[src/rtl/rty_pkg.sv]
// ----------------------------------------------------------------------------
// rty_pkg
// Shared types and constants of the RGB to planar YUV 4:2:0 converter.
// ----------------------------------------------------------------------------
package rty_pkg;

    // Configuration port
    localparam int CFG_IDX_W  = 2;
    localparam int CFG_DATA_W = 13;

    typedef enum logic [CFG_IDX_W-1:0] {
        CFG_FRAME_WIDTH  = 2'd0,
        CFG_FRAME_HEIGHT = 2'd1,
        CFG_SWAP_RB      = 2'd2,
        CFG_FLIP_VERT    = 2'd3
    } cfg_idx_t;

    localparam logic [CFG_DATA_W-1:0] WIDTH_RESET  = 13'd352;
    localparam logic [CFG_DATA_W-1:0] HEIGHT_RESET = 13'd288;

    // Field widths
    localparam int PIX_W      = 8;
    localparam int LUMA_OFF_W = 24;
    localparam int CHR_OFF_W  = 25;

    // Pixel lanes per transfer
    localparam int LANES = 2;

    // Load enables of the three pipeline stages
    typedef struct packed {
        logic s1;
        logic s2;
        logic s3;
    } stage_en_t;

endpackage

[src/rtl/rty_if.sv]
// ----------------------------------------------------------------------------
// rty_if
// Valid/ready channels of the converter: pixel pairs, YUV results, config.
// ----------------------------------------------------------------------------
interface rty_pix_if;
    logic       valid;
    logic       ready;
    logic [7:0] first_ch0;
    logic [7:0] first_ch1;
    logic [7:0] first_ch2;
    logic [7:0] second_ch0;
    logic [7:0] second_ch1;
    logic [7:0] second_ch2;

    modport source (
        output valid, first_ch0, first_ch1, first_ch2,
        output second_ch0, second_ch1, second_ch2,
        input  ready
    );
    modport sink (
        input  valid, first_ch0, first_ch1, first_ch2,
        input  second_ch0, second_ch1, second_ch2,
        output ready
    );
endinterface

interface rty_yuv_if;
    logic        valid;
    logic        ready;
    logic [7:0]  luma_first;
    logic [7:0]  luma_second;
    logic [23:0] luma_offset;
    logic [7:0]  chroma_blue;
    logic [7:0]  chroma_red;
    logic [24:0] cb_offset;
    logic [24:0] cr_offset;
    logic        chroma_valid;
    logic        frame_last;

    modport source (
        output valid, luma_first, luma_second, luma_offset,
        output chroma_blue, chroma_red, cb_offset, cr_offset,
        output chroma_valid, frame_last,
        input  ready
    );
    modport sink (
        input  valid, luma_first, luma_second, luma_offset,
        input  chroma_blue, chroma_red, cb_offset, cr_offset,
        input  chroma_valid, frame_last,
        output ready
    );
endinterface

interface rty_cfg_if;
    logic        valid;
    logic        ready;
    logic [1:0]  index;
    logic [12:0] data;

    modport source (
        output valid, index, data,
        input  ready
    );
    modport sink (
        input  valid, index, data,
        output ready
    );
endinterface

[src/rtl/rty_lane.sv]
// ----------------------------------------------------------------------------
// rty_lane
// One pixel lane: RGB to Y, Cb, Cr with integer weights and divide by 100.
// ----------------------------------------------------------------------------
module rty_lane (
    input  logic              clk,
    input  rty_pkg::stage_en_t en,
    input  logic              swap_red_blue,
    input  logic [7:0]        ch0,
    input  logic [7:0]        ch1,
    input  logic [7:0]        ch2,
    output logic [7:0]        luma,
    output logic [7:0]        cb,
    output logic [7:0]        cr
);

    localparam int SUM_W    = 15;
    localparam int PROD_W   = 28;
    localparam int RECIP    = 5243;   // ceil(2^19 / 100), exact for sums below 2^15
    localparam int RECIP_SH = 19;
    localparam int BIAS     = 12800;

    // Divide a weighted sum by 100 through a reciprocal multiply
    function automatic logic [7:0] div100(input logic [SUM_W-1:0] n);
        logic [PROD_W-1:0] p;
        p = PROD_W'(n) * PROD_W'(RECIP);
        return p[RECIP_SH+7:RECIP_SH];
    endfunction

    logic [7:0] red;
    logic [7:0] blue;

    logic [SUM_W-1:0] yr_reg, yg_reg, yb_reg;
    logic [SUM_W-1:0] ur_reg, ug_reg, ub_reg;
    logic [SUM_W-1:0] vr_reg, vg_reg, vb_reg;
    logic [SUM_W-1:0] sy_reg, su_reg, sv_reg;
    logic [7:0]       luma_reg, cb_reg, cr_reg;

    // Pick red and blue from the channel order
    assign red  = swap_red_blue ? ch2 : ch0;
    assign blue = swap_red_blue ? ch0 : ch2;

    // Stage 1: weight each color channel
    always_ff @(posedge clk)
    begin
        if (en.s1)
        begin
            yr_reg <= SUM_W'(red)  * SUM_W'(30);
            yg_reg <= SUM_W'(ch1)  * SUM_W'(59);
            yb_reg <= SUM_W'(blue) * SUM_W'(11);
            ur_reg <= SUM_W'(red)  * SUM_W'(17);
            ug_reg <= SUM_W'(ch1)  * SUM_W'(33);
            ub_reg <= SUM_W'(blue) * SUM_W'(50);
            vr_reg <= SUM_W'(red)  * SUM_W'(50);
            vg_reg <= SUM_W'(ch1)  * SUM_W'(42);
            vb_reg <= SUM_W'(blue) * SUM_W'(8);
        end
    end

    // Stage 2: add up the weighted terms; chroma sums never go negative
    always_ff @(posedge clk)
    begin
        if (en.s2)
        begin
            sy_reg <= yr_reg + yg_reg + yb_reg;
            su_reg <= SUM_W'(BIAS) + ub_reg - ur_reg - ug_reg;
            sv_reg <= SUM_W'(BIAS) + vr_reg - vg_reg - vb_reg;
        end
    end

    // Stage 3: scale down by 100
    always_ff @(posedge clk)
    begin
        if (en.s3)
        begin
            luma_reg <= div100(sy_reg);
            cb_reg   <= div100(su_reg);
            cr_reg   <= div100(sv_reg);
        end
    end

    assign luma = luma_reg;
    assign cb   = cb_reg;
    assign cr   = cr_reg;

endmodule

[src/rtl/rty_addr.sv]
// ----------------------------------------------------------------------------
// rty_addr
// Raster counters and planar frame offsets of each pixel pair.
// ----------------------------------------------------------------------------
module rty_addr #(
    parameter int MAX_WIDTH  = 4096,
    parameter int MAX_HEIGHT = 4096
) (
    input  logic               clk,
    input  logic               rst_n,
    input  rty_pkg::stage_en_t en,
    input  logic               accept,
    input  logic [12:0]        frame_width,
    input  logic [12:0]        frame_height,
    input  logic               flip_vertical,
    output logic [23:0]        luma_offset,
    output logic [24:0]        cb_offset,
    output logic [24:0]        cr_offset,
    output logic               chroma_valid,
    output logic               frame_last
);

    localparam int PAIRS_MAX = MAX_WIDTH / 2;
    localparam int PW   = $clog2(PAIRS_MAX + 1);
    localparam int CW   = (PAIRS_MAX > 1) ? $clog2(PAIRS_MAX) : 1;
    localparam int HW   = $clog2(MAX_HEIGHT + 1);
    localparam int RW   = (MAX_HEIGHT > 1) ? $clog2(MAX_HEIGHT) : 1;
    localparam int WW   = PW + 1;
    localparam int PLW  = WW + HW;
    localparam int YPW  = RW + WW;
    localparam int CPW  = RW + PW;
    localparam int CMPW = 15;

    logic [11:0]   pairs_raw;
    logic [PW-1:0] pairs;
    logic [HW-1:0] height;
    logic [WW-1:0] width;

    logic [CW-1:0] col_reg, col_next, col_eff;
    logic [RW-1:0] row_reg, row_next, row_eff;
    logic [RW-1:0] oy;
    logic          last_col, last_row, cv;

    logic [RW-1:0]  oy_s1_reg;
    logic [CW-1:0]  col_s1_reg;
    logic [WW-1:0]  w_s1_reg;
    logic [PW-1:0]  pairs_s1_reg;
    logic [PLW-1:0] plane_s1_reg;
    logic           cv_s1_reg, last_s1_reg;

    logic [YPW-1:0] yprod_s2_reg;
    logic [CPW-1:0] cprod_s2_reg;
    logic [PLW-1:0] plane_s2_reg;
    logic [PLW:0]   plane_hi_s2_reg;
    logic [CW-1:0]  col_s2_reg;
    logic           cv_s2_reg, last_s2_reg;

    logic [23:0] luma_off_reg;
    logic [24:0] cb_off_reg, cr_off_reg;
    logic        cv_s3_reg, last_s3_reg;

    // Clamp the frame size to the supported range
    assign pairs_raw = frame_width[12:1];

    always_comb
    begin
        if (pairs_raw == '0)
            pairs = PW'(1);
        else if (CMPW'(pairs_raw) > CMPW'(PAIRS_MAX))
            pairs = PW'(PAIRS_MAX);
        else
            pairs = PW'(pairs_raw);

        if (frame_height == '0)
            height = HW'(1);
        else if (CMPW'(frame_height) > CMPW'(MAX_HEIGHT))
            height = HW'(MAX_HEIGHT);
        else
            height = HW'(frame_height);
    end

    assign width = {pairs, 1'b0};

    // Treat a counter beyond its limit as zero, then map the output row
    always_comb
    begin
        col_eff  = (CMPW'(col_reg) >= CMPW'(pairs)) ? '0 : col_reg;
        row_eff  = (CMPW'(row_reg) >= CMPW'(height)) ? '0 : row_reg;
        last_col = (CMPW'(col_eff) == CMPW'(pairs) - CMPW'(1));
        last_row = (CMPW'(row_eff) == CMPW'(height) - CMPW'(1));
        oy       = flip_vertical ? RW'(height - HW'(1) - HW'(row_eff)) : row_eff;
        cv       = oy[0] | ((CMPW'(oy) == CMPW'(height) - CMPW'(1)) & height[0]);
    end

    // Advance column, wrap to the next row and to the next frame
    always_comb
    begin
        col_next = col_reg;
        row_next = row_reg;
        if (accept)
        begin
            if (last_col)
            begin
                col_next = '0;
                row_next = last_row ? '0 : row_eff + RW'(1);
            end
            else
            begin
                col_next = col_eff + CW'(1);
                row_next = row_eff;
            end
        end
    end

    always_ff @(posedge clk or negedge rst_n)
    begin
        if (!rst_n)
        begin
            col_reg <= '0;
            row_reg <= '0;
        end
        else
        begin
            col_reg <= col_next;
            row_reg <= row_next;
        end
    end

    // Stage 1: position and plane size
    always_ff @(posedge clk)
    begin
        if (en.s1)
        begin
            oy_s1_reg    <= oy;
            col_s1_reg   <= col_eff;
            w_s1_reg     <= width;
            pairs_s1_reg <= pairs;
            plane_s1_reg <= PLW'(width) * PLW'(height);
            cv_s1_reg    <= cv;
            last_s1_reg  <= last_col & last_row;
        end
    end

    // Stage 2: row products and the start of the V plane
    always_ff @(posedge clk)
    begin
        if (en.s2)
        begin
            yprod_s2_reg    <= YPW'(oy_s1_reg) * YPW'(w_s1_reg);
            cprod_s2_reg    <= CPW'(oy_s1_reg >> 1) * CPW'(pairs_s1_reg);
            plane_s2_reg    <= plane_s1_reg;
            plane_hi_s2_reg <= (PLW+1)'(plane_s1_reg) + (PLW+1)'(plane_s1_reg >> 2);
            col_s2_reg      <= col_s1_reg;
            cv_s2_reg       <= cv_s1_reg;
            last_s2_reg     <= last_s1_reg;
        end
    end

    // Stage 3: final offsets, masked to the field widths
    always_ff @(posedge clk)
    begin
        if (en.s3)
        begin
            luma_off_reg <= 24'(32'(yprod_s2_reg) + 32'({col_s2_reg, 1'b0}));
            cb_off_reg   <= 25'(32'(plane_s2_reg) + 32'(cprod_s2_reg) + 32'(col_s2_reg));
            cr_off_reg   <= 25'(32'(plane_hi_s2_reg) + 32'(cprod_s2_reg)
                                + 32'(col_s2_reg));
            cv_s3_reg    <= cv_s2_reg;
            last_s3_reg  <= last_s2_reg;
        end
    end

    assign luma_offset  = luma_off_reg;
    assign cb_offset    = cb_off_reg;
    assign cr_offset    = cr_off_reg;
    assign chroma_valid = cv_s3_reg;
    assign frame_last   = last_s3_reg;

endmodule

[src/rtl/rgb_to_yuv420p_planar.sv]
// ----------------------------------------------------------------------------
// rgb_to_yuv420p_planar
// RGB pixel pairs in, luma/chroma bytes and planar YUV 4:2:0 offsets out.
// ----------------------------------------------------------------------------
// Usage:
//   pix_in  carries one horizontal pixel pair per transfer, raster order.
//   yuv_out carries two Y bytes, one Cb/Cr pair taken from the second pixel,
//           the byte offsets of Y, U and V in the frame, chroma_valid (the
//           row whose chroma is final) and frame_last (last pair of frame).
//   cfg     writes frame_width, frame_height, swap_red_blue, flip_vertical by
//           index; it is always ready. Write it only while the block is idle.
// A pix_in transfer reaches yuv_out through stages 1, 2 and 3. The block
// takes one pair per cycle unless yuv_out stalls: two color lanes and
// the offset path run as three-stage pipelines, with the lanes merged in
// the output register. Reset clears the column/row counters and the
// pipeline, and restores 352x288, no swap, no flip. When yuv_out stalls the
// held result stays and pix_in keeps accepting until the empty pipeline
// stages are filled, then ready drops until the output is taken.
// ----------------------------------------------------------------------------
module rgb_to_yuv420p_planar #(
    parameter int MAX_WIDTH  = 4096,
    parameter int MAX_HEIGHT = 4096
) (
    input  logic         clk,
    input  logic         rst_n,
    rty_pix_if.sink      pix_in,
    rty_yuv_if.source    yuv_out,
    rty_cfg_if.sink      cfg
);

    logic [12:0] frame_width_reg, frame_height_reg;
    logic        swap_reg, flip_reg;

    logic               v1_reg, v2_reg, v3_reg;
    logic               rdy1, rdy2, rdy3;
    logic               accept;
    rty_pkg::stage_en_t en;

    logic [7:0] lane_ch0  [rty_pkg::LANES];
    logic [7:0] lane_ch1  [rty_pkg::LANES];
    logic [7:0] lane_ch2  [rty_pkg::LANES];
    logic [7:0] lane_luma [rty_pkg::LANES];
    logic [7:0] lane_cb   [rty_pkg::LANES];
    logic [7:0] lane_cr   [rty_pkg::LANES];

    // Take configuration writes
    assign cfg.ready = 1'b1;

    always_ff @(posedge clk or negedge rst_n)
    begin
        if (!rst_n)
        begin
            frame_width_reg  <= rty_pkg::WIDTH_RESET;
            frame_height_reg <= rty_pkg::HEIGHT_RESET;
            swap_reg         <= 1'b0;
            flip_reg         <= 1'b0;
        end
        else if (cfg.valid)
        begin
            case (cfg.index)
                rty_pkg::CFG_FRAME_WIDTH:  frame_width_reg  <= cfg.data;
                rty_pkg::CFG_FRAME_HEIGHT: frame_height_reg <= cfg.data;
                rty_pkg::CFG_SWAP_RB:      swap_reg         <= cfg.data[0];
                rty_pkg::CFG_FLIP_VERT:    flip_reg         <= cfg.data[0];
                default: ;
            endcase
        end
    end

    // Advance each stage when the one after it has room
    assign rdy3   = !v3_reg || yuv_out.ready;
    assign rdy2   = !v2_reg || rdy3;
    assign rdy1   = !v1_reg || rdy2;
    assign accept = pix_in.valid && rdy1;

    assign pix_in.ready = rdy1;
    assign en.s1 = rdy1;
    assign en.s2 = rdy2;
    assign en.s3 = rdy3;

    always_ff @(posedge clk or negedge rst_n)
    begin
        if (!rst_n)
        begin
            v1_reg <= 1'b0;
            v2_reg <= 1'b0;
            v3_reg <= 1'b0;
        end
        else
        begin
            if (rdy1) v1_reg <= pix_in.valid;
            if (rdy2) v2_reg <= v1_reg;
            if (rdy3) v3_reg <= v2_reg;
        end
    end

    // Split the pair across the color lanes
    assign lane_ch0[0] = pix_in.first_ch0;
    assign lane_ch1[0] = pix_in.first_ch1;
    assign lane_ch2[0] = pix_in.first_ch2;
    assign lane_ch0[1] = pix_in.second_ch0;
    assign lane_ch1[1] = pix_in.second_ch1;
    assign lane_ch2[1] = pix_in.second_ch2;

    for (genvar i = 0; i < rty_pkg::LANES; i++)
    begin : g_lane
        rty_lane u_lane (
            .clk           (clk),
            .en            (en),
            .swap_red_blue (swap_reg),
            .ch0           (lane_ch0[i]),
            .ch1           (lane_ch1[i]),
            .ch2           (lane_ch2[i]),
            .luma          (lane_luma[i]),
            .cb            (lane_cb[i]),
            .cr            (lane_cr[i])
        );
    end

    // Offsets, counters and row flags
    rty_addr #(
        .MAX_WIDTH  (MAX_WIDTH),
        .MAX_HEIGHT (MAX_HEIGHT)
    ) u_addr (
        .clk           (clk),
        .rst_n         (rst_n),
        .en            (en),
        .accept        (accept),
        .frame_width   (frame_width_reg),
        .frame_height  (frame_height_reg),
        .flip_vertical (flip_reg),
        .luma_offset   (yuv_out.luma_offset),
        .cb_offset     (yuv_out.cb_offset),
        .cr_offset     (yuv_out.cr_offset),
        .chroma_valid  (yuv_out.chroma_valid),
        .frame_last    (yuv_out.frame_last)
    );

    // Merge the lanes: both lumas, chroma from the second pixel
    assign yuv_out.valid       = v3_reg;
    assign yuv_out.luma_first  = lane_luma[0];
    assign yuv_out.luma_second = lane_luma[1];
    assign yuv_out.chroma_blue = (lane_cb[0] & 8'h00) | lane_cb[1];
    assign yuv_out.chroma_red  = (lane_cr[0] & 8'h00) | lane_cr[1];

endmodule

[src/flat_wrapper.sv]
// flat-port wrapper written by rule: the top's interface ports become plain ports
module rgb_to_yuv420p_planar_flat 
#(
    parameter int MAX_WIDTH  = 4096,
    parameter int MAX_HEIGHT = 4096
)
  (clk, rst_n, pix_in_valid, pix_in_first_ch0, pix_in_first_ch1, pix_in_first_ch2, pix_in_second_ch0, pix_in_second_ch1, pix_in_second_ch2, pix_in_ready, yuv_out_valid, yuv_out_luma_first, yuv_out_luma_second, yuv_out_luma_offset, yuv_out_chroma_blue, yuv_out_chroma_red, yuv_out_cb_offset, yuv_out_cr_offset, yuv_out_chroma_valid, yuv_out_frame_last, yuv_out_ready, cfg_valid, cfg_index, cfg_data, cfg_ready);
  rty_pix_if pix_in_i ();
  rty_yuv_if yuv_out_i ();
  rty_cfg_if cfg_i ();
  input  logic clk;
  input  logic rst_n;
  input wire logic [$bits(pix_in_i.valid)-1:0] pix_in_valid;
  input wire logic [$bits(pix_in_i.first_ch0)-1:0] pix_in_first_ch0;
  input wire logic [$bits(pix_in_i.first_ch1)-1:0] pix_in_first_ch1;
  input wire logic [$bits(pix_in_i.first_ch2)-1:0] pix_in_first_ch2;
  input wire logic [$bits(pix_in_i.second_ch0)-1:0] pix_in_second_ch0;
  input wire logic [$bits(pix_in_i.second_ch1)-1:0] pix_in_second_ch1;
  input wire logic [$bits(pix_in_i.second_ch2)-1:0] pix_in_second_ch2;
  output wire logic [$bits(pix_in_i.ready)-1:0] pix_in_ready;
  output wire logic [$bits(yuv_out_i.valid)-1:0] yuv_out_valid;
  output wire logic [$bits(yuv_out_i.luma_first)-1:0] yuv_out_luma_first;
  output wire logic [$bits(yuv_out_i.luma_second)-1:0] yuv_out_luma_second;
  output wire logic [$bits(yuv_out_i.luma_offset)-1:0] yuv_out_luma_offset;
  output wire logic [$bits(yuv_out_i.chroma_blue)-1:0] yuv_out_chroma_blue;
  output wire logic [$bits(yuv_out_i.chroma_red)-1:0] yuv_out_chroma_red;
  output wire logic [$bits(yuv_out_i.cb_offset)-1:0] yuv_out_cb_offset;
  output wire logic [$bits(yuv_out_i.cr_offset)-1:0] yuv_out_cr_offset;
  output wire logic [$bits(yuv_out_i.chroma_valid)-1:0] yuv_out_chroma_valid;
  output wire logic [$bits(yuv_out_i.frame_last)-1:0] yuv_out_frame_last;
  input wire logic [$bits(yuv_out_i.ready)-1:0] yuv_out_ready;
  input wire logic [$bits(cfg_i.valid)-1:0] cfg_valid;
  input wire logic [$bits(cfg_i.index)-1:0] cfg_index;
  input wire logic [$bits(cfg_i.data)-1:0] cfg_data;
  output wire logic [$bits(cfg_i.ready)-1:0] cfg_ready;
  assign pix_in_i.valid = pix_in_valid;
  assign pix_in_i.first_ch0 = pix_in_first_ch0;
  assign pix_in_i.first_ch1 = pix_in_first_ch1;
  assign pix_in_i.first_ch2 = pix_in_first_ch2;
  assign pix_in_i.second_ch0 = pix_in_second_ch0;
  assign pix_in_i.second_ch1 = pix_in_second_ch1;
  assign pix_in_i.second_ch2 = pix_in_second_ch2;
  assign pix_in_ready = pix_in_i.ready;
  assign yuv_out_valid = yuv_out_i.valid;
  assign yuv_out_luma_first = yuv_out_i.luma_first;
  assign yuv_out_luma_second = yuv_out_i.luma_second;
  assign yuv_out_luma_offset = yuv_out_i.luma_offset;
  assign yuv_out_chroma_blue = yuv_out_i.chroma_blue;
  assign yuv_out_chroma_red = yuv_out_i.chroma_red;
  assign yuv_out_cb_offset = yuv_out_i.cb_offset;
  assign yuv_out_cr_offset = yuv_out_i.cr_offset;
  assign yuv_out_chroma_valid = yuv_out_i.chroma_valid;
  assign yuv_out_frame_last = yuv_out_i.frame_last;
  assign yuv_out_i.ready = yuv_out_ready;
  assign cfg_i.valid = cfg_valid;
  assign cfg_i.index = cfg_index;
  assign cfg_i.data = cfg_data;
  assign cfg_ready = cfg_i.ready;
  rgb_to_yuv420p_planar #(.MAX_WIDTH(MAX_WIDTH), .MAX_HEIGHT(MAX_HEIGHT)) u_core (.clk(clk), .rst_n(rst_n), .pix_in(pix_in_i), .yuv_out(yuv_out_i), .cfg(cfg_i));
endmodule
[config.mk]
export PLATFORM = sky130hd
export DESIGN_NAME = rgb_to_yuv420p_planar_flat
export DESIGN_NICKNAME = d
export VERILOG_FILES = /design/src/rtl/rty_pkg.sv /design/src/rtl/rty_if.sv /design/src/rtl/rty_lane.sv /design/src/rtl/rty_addr.sv /design/src/rtl/rgb_to_yuv420p_planar.sv /design/src/flat_wrapper.sv
export SDC_FILE = /design/constraint.sdc
export NUM_CORES = 2
export LEC_CHECK = 0
export ABC_AREA = 1
export BUFFER_PORTS_ARGS = -buffer_cell sky130_fd_sc_hd__buf_2
export CAP_MARGIN = 20
export CORE_MARGIN = 8
export CORE_UTILIZATION = 40
export CTS_BUF_LIST = sky130_fd_sc_hd__clkbuf_4 sky130_fd_sc_hd__clkbuf_8
export DETAILED_ROUTE_END_ITERATION = 10
export HOLD_SLACK_MARGIN = 0.08
export MAX_ROUTING_LAYER = met4
export SLEW_MARGIN = 20
export SYNTH_ARGS = -nofsm -noshare
export SYNTH_HDL_FRONTEND = slang
export SYNTH_SLANG_ARGS = --single-unit
[constraint.sdc]
create_clock -name clk -period 21.9 [get_ports clk]
set_input_delay 1.095 -clock clk [delete_from_list [all_inputs] [get_ports clk]]
set_output_delay 1.095 -clock clk [all_outputs]
set_load 0.01 [all_outputs]
==> results.py <==
metrics = {
    "cts": {
        "cts_buffers": 107,
        "cts_buffer_depth": 3,
        "post_cts_buffers": 0,
        "clock_latency_ns": 0.82,
        "numClockSinks": 526,
        "cts_root_buf": "clkbuf_8",
        "clkTransAtPathRegs_ns": 0.06,
        "cts_tree": "yes",
        "ctsHtreeMaxLevel": 3,
        "cts_resized": 0,
        "cts_hold_buf": 0,
    },
    "placement": {
        "gp_congestion": 0.901,
        "place_hpwl_mm": 122,
        "portBuffers": 176,
    },
    "cells_and_area": {
        "syn_to_final_growth_pct": 9.24,
        "largest_reg_flops": 30,
        "layout.nets": 8371,
        "drive_above_1_share": 0.0666,
    },
    "status": {
        "run_status": "finished clean",
    },
    "floorplanning": {
        "die_w_um": 408,
        "num_rows": 143,
        "die_h_um": 408,
        "io_pins": 179,
        "core_um2": 152000,
        "start_util": 0.403,
        "die_area_um2": 166000,
    },
    "flow_run": {
        "maxCapViolCount": 0,
    },
    "worst_setup_path": {
        "cp.depth": 27,
        "crit_fanout": 13,
        "cp_top_family": "adder cells",
        "slowest_stage": "inv_1",
        "crit_arrival_ns": 7.48,
        "cp-end-kind": "flip-flop",
        "crit_type": "flip-flop to flip-flop",
        "ff2ff_path_depth": 27,
        "required_ns": 22.42,
        "startpoint_type": "flip-flop",
        "slowest_delay_ns": 0.57,
        "cp.buffers_inverters": 4,
    },
    "sta": {
        "rsz0062_at_grt": "false",
        "hold_viol": 0,
        "setup_viol": 0,
        "worst_slew_pin_slew_ns": 1.02,
        "fmax_mhz": 144,
        "min_period_over_period": 0.318,
        "tns_ns": 0,
        "slew_viol_final": 0,
        "min_period_ns": 6.96,
        "slew_headroom": 0.311,
        "skew_ns": 0.0818,
    },
    "logic_synthesis": {
        "ys_seq_elements": 526,
        "synth_most_common_cell": "inv_1",
        "netlist_area_um2": 61300,
        "yosysWarnings": 0,
        "syn_inst": 6340,
        "ys_top_cells_by_area": "edfxtp_1 (23%), fa_1 (23%), ha_1 (21%), inv_1 (9.1%), nand2_1 (5.4%)",
        "synth_top_cell_by_area": "edfxtp_1",
        "ys.flop_type": "edfxtp_1",
        "synth.distinct_cells": 56,
        "synth_seq_area_share": 0.253,
        "avgSynthCellArea_um2": 9.67,
        "synth_top_area_frac": 0.232,
        "ys_top_cells_by_count": "inv_1 (1494), ha_1 (1017), nand2_1 (881)",
        "synth_fp_nets": 8132,
        "synth-edff-count": 473,
        "async_flop_share": 0.101,
    },
    "drt": {
        "drc": 0,
        "wl_mm": 146,
        "num_vias": 42300,
        "firstDrtPassIters": 6,
        "wire_per_inst_um": 16.7,
        "via_per_inst": 4.86,
        "ant_nets": 0,
        "drt_iter0_markers": 2199,
    },
    "hold_path": {
        "hp-class": "flip-flop to flip-flop",
        "whs_path_depth": 0,
    },
    "global_routing": {
        "antenna_found_initial": 7,
        "grt_pass1_wl_mm": 237,
        "grt_overflow": 0,
        "grt_max_degree": 70,
        "track_usage": 0.181,
        "first_global_vias": 44700,
    },
}
[path summary, 6_finish.rpt]
path | startpoint | to | slack [ns]
max in group asynchronous | rst_n | u_core.u_addr.col_reg[9] | 20.88
min in group asynchronous | rst_n | u_core.v1_reg | 0.44
hold / removal | u_core.u_addr.col_s1_reg[0] | u_core.u_addr.col_s2_reg[0] | 0.39
setup / recovery | u_core.frame_height_reg[4] | u_core.u_addr.plane_s1_reg[25] | 14.94
hold reg to reg | u_core.u_addr.col_s1_reg[0] | u_core.u_addr.col_s2_reg[0] | 0.39
setup reg to reg | u_core.frame_height_reg[4] | u_core.u_addr.plane_s1_reg[25] | 14.94
[worst register-to-register path, stage by stage (launching register included)]
cell and delay (ns):
dfrtp_1 0.42, nor2_1 0.12, nand2_1 0.05, nor2_1 0.12
nand2_1 0.09, nand2_2 0.19, nand2_1 0.28, inv_1 0.57
nand2_1 0.17, fa_1 0.56, fa_1 0.45, fa_1 0.55
inv_1 0.05, fa_1 0.47, inv_1 0.05, fa_1 0.47
inv_1 0.04, ha_1 0.34, nand2_1 0.08, o21ai_0 0.15
a21oi_1 0.09, o21ai_0 0.35, a21boi_0 0.21, o21ai_0 0.30
a21oi_1 0.17, nor2_1 0.12, nor2_1 0.06, xor2_1 0.15
[layer usage]
metal  global-route usage  vias to the layer above  wire [µm]
met3               0.0249                      188       6300
met2                0.293                      806      67400
met5                    -                        -          0
met1                0.239                    20600      68300
met4               0.0498                        0       3580
li1                     -                    20700          -
[through the flow]
stage | instances | hold slack [ns] | utilization | cell area [µm²] | setup WS [ns]
detailed placement | 8500 | 0.405 | 0.425 | 64600 | 14.93
finish | 8701 | 0.395 | 0.440 | 67000 | 14.94
global placement | 8500 | 0.403 | 0.425 | 64600 | 15.01
global route | 8701 | 0.381 | 0.440 | 67000 | 14.35
floorplan | 6340 | 0.400 | - | 61300 | 12.28
CTS | 8698 | 0.359 | 0.440 | 67000 | 14.88
[layout by cell type (no fill, tap or decap), types with 18 or more instances in the layout]
| cell type | synthesis | final |
|---|---|---|
| a31oi_1 | 27 | 27 |
| edfxtp_1 | 473 | 473 |
| nor2_1 | 278 | 278 |
| xnor2_1 | 103 | 103 |
| ha_1 | 1017 | 1017 |
| nand3_1 | 171 | 171 |
| inv_1 | 1494 | 1493 |
| fa_1 | 707 | 707 |
| buf_4 | 5 | 22 |
| buf_2 | 4 | 176 |
| clkinv_2 | 0 | 29 |
| dfrtp_1 | 48 | 47 |
| nand4_1 | 39 | 39 |
| clkbuf_8 | 0 | 108 |
| nor3_1 | 30 | 30 |
| xor2_1 | 241 | 241 |
| nand2_1 | 881 | 879 |
| o21ai_0 | 194 | 192 |
| a21o_1 | 18 | 18 |
| o21bai_1 | 26 | 26 |
| clkinv_1 | 5 | 25 |
| a21oi_1 | 349 | 349 |
[cell type report]
| class | instances | area [µm²] |
|---|---|---|
| Timing Repair Buffer | 198 | 1050 |
| Antenna cell | 3 | 7.51 |
| Fill cell | 14700 | 85100 |
| Multi-Input combinational cell | 4233 | 39800 |
| Tap cell | 2030 | 2540 |
| Inverter | 1513 | 5680 |
| Sequential cell | 526 | 15500 |
| Clock buffer | 125 | 1610 |
| Clock inverter | 73 | 721 |
[cell families after synthesis]
| kind of cell | Yosys count | synth area share |
|---|---|---|
| other | 2 | 0.000122 |
| and+or+nand+nor | 1472 | 0.100 |
| DFF | 526 | 0.253 |
| buffers and inverters | 1581 | 0.0973 |
| xor gates and xnor gates | 344 | 0.0491 |
| adders and majority gates | 1724 | 0.438 |
| AOI/OAI and AO/OA | 691 | 0.0615 |
Power is not shown: default switching activity piles up to over one toggle a cycle in this logic, so the estimate is an artifact.
